### config.mk
export PLATFORM = sky130hd
export DESIGN_NAME = zsp_ctrl
export DESIGN_NICKNAME = d
export VERILOG_FILES = /design/src/rtl/zsp_pkg.sv /design/src/rtl/zsp_ctrl.sv
export SDC_FILE = /design/constraint.sdc
export NUM_CORES = 1
export LEC_CHECK = 0
export ABC_CLOCK_PERIOD_IN_PS = 4300
export BUFFER_PORTS_ARGS = -buffer_cell sky130_fd_sc_hd__buf_2
export CORE_AREA = 2 2 39 41
export DETAILED_ROUTE_END_ITERATION = 12
export DIE_AREA = 0 0 41 43
export HOLD_SLACK_MARGIN = 0.08
export PLACE_DENSITY = 0.52
export SYNTH_ARGS = -nofsm -noshare
export SYNTH_HDL_FRONTEND = slang
export SYNTH_SLANG_ARGS = --single-unit
export TNS_END_PERCENT = 5
### constraint.sdc
create_clock -name clk_i -period 4.3 [get_ports clk_i]
set_clock_uncertainty 0.2 [all_clocks]
set_input_delay 0 -clock clk_i [delete_from_list [all_inputs] [get_ports clk_i]]
set_output_delay 0 -clock clk_i [all_outputs]
set_load 0.005 [all_outputs]
### src/rtl/zsp_pkg.sv
package zsp_pkg;

  localparam int VALUE_BITS    = 8;
  localparam int MAX_ITEMS     = 1024;
  localparam int IN_DATA_BITS  = 8;
  localparam int HIST_DEPTH    = 1 << VALUE_BITS;
  localparam int HALF_BITS     = VALUE_BITS - 1;
  localparam int CNT_BITS      = $clog2(MAX_ITEMS + 1);
  localparam int PROD_BITS     = 2 * CNT_BITS;
  localparam int ACC_BITS      = 2 * CNT_BITS;
  localparam int PAIR_BITS     = 19;
  localparam int PAIR_MAX      = (1 << PAIR_BITS) - 1;
  localparam int OUT_DATA_BITS = ((PAIR_BITS + 7) / 8) * 8;

  typedef struct packed {
    logic accept;
    logic load_wr;
    logic scan_step;
    logic finish;
  } zsp_cmd_t;

  typedef struct packed {
    logic last;
    logic scan_end;
    logic pipe_busy;
    logic out_free;
  } zsp_sts_t;

endpackage

### src/rtl/zsp_ctrl.sv
module zsp_ctrl import zsp_pkg::*; (
  input  logic      clk_i,
  input  logic      rst_ni,
  input  logic      in_valid_i,
  output logic      in_ready_o,
  input  zsp_sts_t  sts_i,
  output zsp_cmd_t  cmd_o
);

  typedef enum logic [3:0] {
    ST_IDLE    = 4'b0001,
    ST_LOAD_WR = 4'b0010,
    ST_SCAN    = 4'b0100,
    ST_DRAIN   = 4'b1000
  } state_e;

  state_e state_q, state_d;

  always_comb begin
    state_d = state_q;
    cmd_o   = '0;
    unique case (state_q)
      ST_IDLE: begin
        cmd_o.accept = in_valid_i;
        if (in_valid_i) begin
          state_d = ST_LOAD_WR;
        end
      end
      ST_LOAD_WR: begin
        cmd_o.load_wr = 1'b1;
        state_d = sts_i.last ? ST_SCAN : ST_IDLE;
      end
      ST_SCAN: begin
        cmd_o.scan_step = 1'b1;
        if (sts_i.scan_end) begin
          state_d = ST_DRAIN;
        end
      end
      ST_DRAIN: begin
        // wait for the multiply-accumulate pipe and a free output slot
        if (!sts_i.pipe_busy && sts_i.out_free) begin
          cmd_o.finish = 1'b1;
          state_d = ST_IDLE;
        end
      end
      default: state_d = ST_IDLE;
    endcase
  end

  always_ff @(posedge clk_i or negedge rst_ni) begin
    if (!rst_ni) begin
      state_q <= ST_IDLE;
    end else begin
      state_q <= state_d;
    end
  end

  assign in_ready_o = (state_q == ST_IDLE);

endmodule

# == Word level (Yosys, flattened, before mapping) ==
# Index checks and enable logic that the tools add are counted.
# totals
reg_bits,4
inputBits,7
output_inout_bits,5
word_cells,21
# op_classes
mux,10
n_eq_ne,7
reduce_logical,3
# ops
op,count
$pmux W4 S4,1
$mux W4,3
$ne A2 B2 Y1 const B,3
$mux W1,5
$eq A4 B1 Y1 const B,1
$eq A4 B2 Y1 const B,1
$eq A4 B3 Y1 const B,1
$eq A4 B4 Y1 const B,1
$mux W3,1
$reduce_and A3 Y1,1
$logic_and A1 B1 Y1,1
$logic_not A1 Y1,1

# == Logic depth before layout (Yosys ltp) ==
# depth
word_depth,4
depth_mapped,5
depth_no_buf,4

# == Worst setup path before layout ==
# Ideal clock, no wire load.
# synth_timing
kind,reg2reg
from,register state_q[0]
to,register state_q[3]
path_buffers,0
setup_slack_ps,2876
setup_ps,121
synth_period_minus_slack_ps,1424
required_ps,3979
arrival_ps,1103
path_stages_with_launch,5
cell_sequence,dfstp_2 nor4b_4 nand2b_2 a21oi_1 a21oi_1
# synth_via
elab_chain_len,3
elab_cells_between_ends,9
cone_classes,7 x eq/ne; 1 x mux; 1 x reduce/logical
# synth_rtl
item,line,source
start: declaration,zsp_ctrl.sv:17,"state_e state_q, state_d;"
start signal: assignment,zsp_ctrl.sv:54,state_q <= state_d;
$eq A4 B1 Y1 *,-,
via in_ready_o,zsp_ctrl.sv:5,"output logic in_ready_o,"
$ne A2 B2 Y1 (no line),-,
$reduce_and A3 Y1 (no line),-,
# The timed path passes the listed nets; every way through them passes the cells marked *.
# A chain may end at the register's enable or synchronous reset.

# == Worst setup path after layout ==
# layout_timing
from,register state_q[0]
to,register state_q[3]
# layout_via
elab_chain_len,3
elab_cells_between_ends,9
cone_classes,7 x eq/ne; 1 x mux; 1 x reduce/logical
# layout_rtl
item,line,source
"$eq A4 B4 Y1, or another cell as far along",zsp_ctrl.sv:22,unique case (state_q)
$ne A2 B2 Y1 (no line),-,
$reduce_and A3 Y1 (no line),-,
# Parallel ways exist; a longest one is shown, timed or not.

==> reports/qor.txt <==
status = complete, no violations
final worst setup slack = 2270 ps
CTS Buffer Depth = 2
All-Layer GR Usage = 0.0894
period utilization = 0.473
CP max stage delay = 590 ps
Cell Int Power = 148 µW
Top reg by flops = state_q
initial antenna violation count = 0
Seq/Total Area, Yosys = 0.352
Tightest Pin Transition = 336 ps
core box area = 0.00138 mm²
unrepaired setup endpoints after global routing = false
Worst-Skew Late Latency = 240 ps
Hold Path Class = in -> reg
DRT antenna net count = 0
Sw Pwr = 88.5 µW
NumNets Final = 56
die span in y = 43 µm
Hold Vio Cnt, Final = 0
layout cell share with drive strength beyond 1 = 0.438
switch share = 0.374
worst slack, placed = 2810 ps
largest net degree at the start of global routing = 10
Synth Cell Area = 288 µm²
DR WL/cell = 9.77 µm
number of global-route vias before repair = 263
slew margin rel. = 0.776
crit-path most repeated cell = a21oi_1
drt pass-1 iters = 2
DP Wirelength = 448 µm
area delta synth->final = 47.0%
Die Span X = 41 µm
crit path kind = reg -> reg
first-pass GRT wire length = 1040 µm
IO Count = 12
CP startpoint kind = flip-flop
Tot Pwr = 237 µW
Worst Path Required = 4220 ps
Pleak = 0.193 nW
setup TNS = 0 ps
number of H-tree levels = 1
Async SR Flop Fraction = 1.00
routability cong. = 0.628
maximum clock rate = 492 MHz
slowest stage cell on the critical path = dfstp_2
post-layout util = 0.306
PwrDens = 560 mW/mm²
largest cells by area after synthesis = dfrtp_1, dfstp_2, nor4b_4
CTS root buf = clkbuf_4
Initial Util = 0.208
TritonCTS clock tree = done
WHS = 94.6 ps
routed via count = 285
Synth top area share = 0.261
crit path capture type = flip-flop
max reg flops = 4
post-layout min period = 2030 ps
CTS resizes = 0
Reg clk slew, reported paths = 40 ps
maxcap violations = 0
initial drt markers = 1
max-slew violations = 0
PortBufs = 11
Mapped Cells = 29
top flop regs = state_q: 4 flops
flops & latches, synth = 4
wirelength, routed = 625 µm
Clock Power Share = 0.221
Avg Synthesized Cell Area = 9.92 µm²
clk sinks = 4
setup violators final = 0
residual DRC count = 0
Netlist cell types = 22
maximum fanout along the worst path = 7
via/cell ratio = 4.45
fill cell count = 154
CTS Buf Count = 3
biggest area consumer among synthesized cells = dfrtp_1
count leader, synth = dfrtp_1
Comb pwr share = 0.404
crit path cell chain = nor4b_4 -> nand2b_2 -> a21oi_1 -> a21oi_1 -> dlygate4sd3_1
Reg power frac = 0.376
syn nets = 36
crit path DAT = 1950 ps
maximum VDD drop = 0.000139 V
Primary FF master, synth = dfrtp_1
GRT Residual Overflow = 0
number of enable flip-flop cells after synthesis = 0
antenna cells = 0
Die Footprint = 0.00176 mm²
YS warnings = 0
FP Rows = 14
==> path summary, 6_finish.rpt <==
kind / start / endpoint / slack [ps] / depth (start not counted)
setup reg to reg: state_q[0] / state_q[3] / 2270 / 5
hold reg to reg: state_q[0] / state_q[0] / 340 / 2
max in group asynchronous: rst_ni / state_q[0] / 3220 / 3
setup / recovery: state_q[0] / state_q[3] / 2270 / 5
hold / removal: sts_i[0] / state_q[0] / 90 / 5
min in group asynchronous: rst_ni / state_q[1] / 450 / 3
==> cells by family (layout without fill, tap and decap cells) <==
family | Yosys count | after routing | share of synthesized area
AND/OR/NAND/NOR | 15 | 15 | 0.400
AO/OA/AOI/OAI | 6 | 6 | 0.130
flip-flops | 4 | 4 | 0.352
buffers and inverters | 4 | 23 | 0.117
==> layer usage <==
layer	global-route usage	share of wire
met5	0	0
met4	0.0800	0
met1	0.0968	0.39
met2	0.138	0.57
met3	0.0157	0.043
==> power groups by stage <==
stage               logic (mW)  clock network [mW]  registers, mW
floorplan               0.0967                   0         0.0684
global placement        0.0882                   0         0.0882
detailed placement      0.0885                   0         0.0886
CTS                     0.0969              0.0542         0.0891
global route             0.107              0.0578         0.0922
finish                  0.0957              0.0523         0.0890
==> layout make-up <==
type                    instances  area [µm²]  area share
multi-input cells              21         153       0.361
inverters                       2        7.51      0.0178
clock buffers                   4        26.3      0.0621
well taps                      16        20.0      0.0473
flip-flops and latches          4         101       0.240
repair buffers                 17         115       0.272
==> through the flow <==
stage / cells / instance area (µm²)
finish: 64 / 423
global route: 64 / 423
CTS: 64 / 423
detailed placement: 54 / 337
global placement: 54 / 337
floorplan: 29 / 288
==> cell usage in the layout (no fill, tap or decap) <==
master          n
inv_2           1
a21oi_1         2
clkbuf_1        1
and2_2          2
nor4b_1         1
nor4_1          1
nand3_1         1
nor3_1          2
dlygate4sd3_1   6
dfrtp_1         3
nand2_1         1
nand2b_2        1
nand2b_1        2
buf_2          11
nor4b_4         1
nor2_1          1
nor3_2          1
inv_1           1
a211o_1         1
o22ai_1         1
dfstp_2         1
nor3b_1         1
clkbuf_4        3
a31oi_1         2
==> critical path: cells and delay by family, from the launching register on <==
kind / cells / cell delay [ps]
flops: 1 / 590
buf+inv: 1 / 550
simple gates: 2 / 380
compound gates: 2 / 200
==> timing repair <==
item / 4_1_cts / 5_1_grt
setup buffers: 0 / 0
endpoints found under the hold margin: 8 / 0
hold buffers: 6 / 0
No activity file was read; power rests on OpenSTA's default activity.
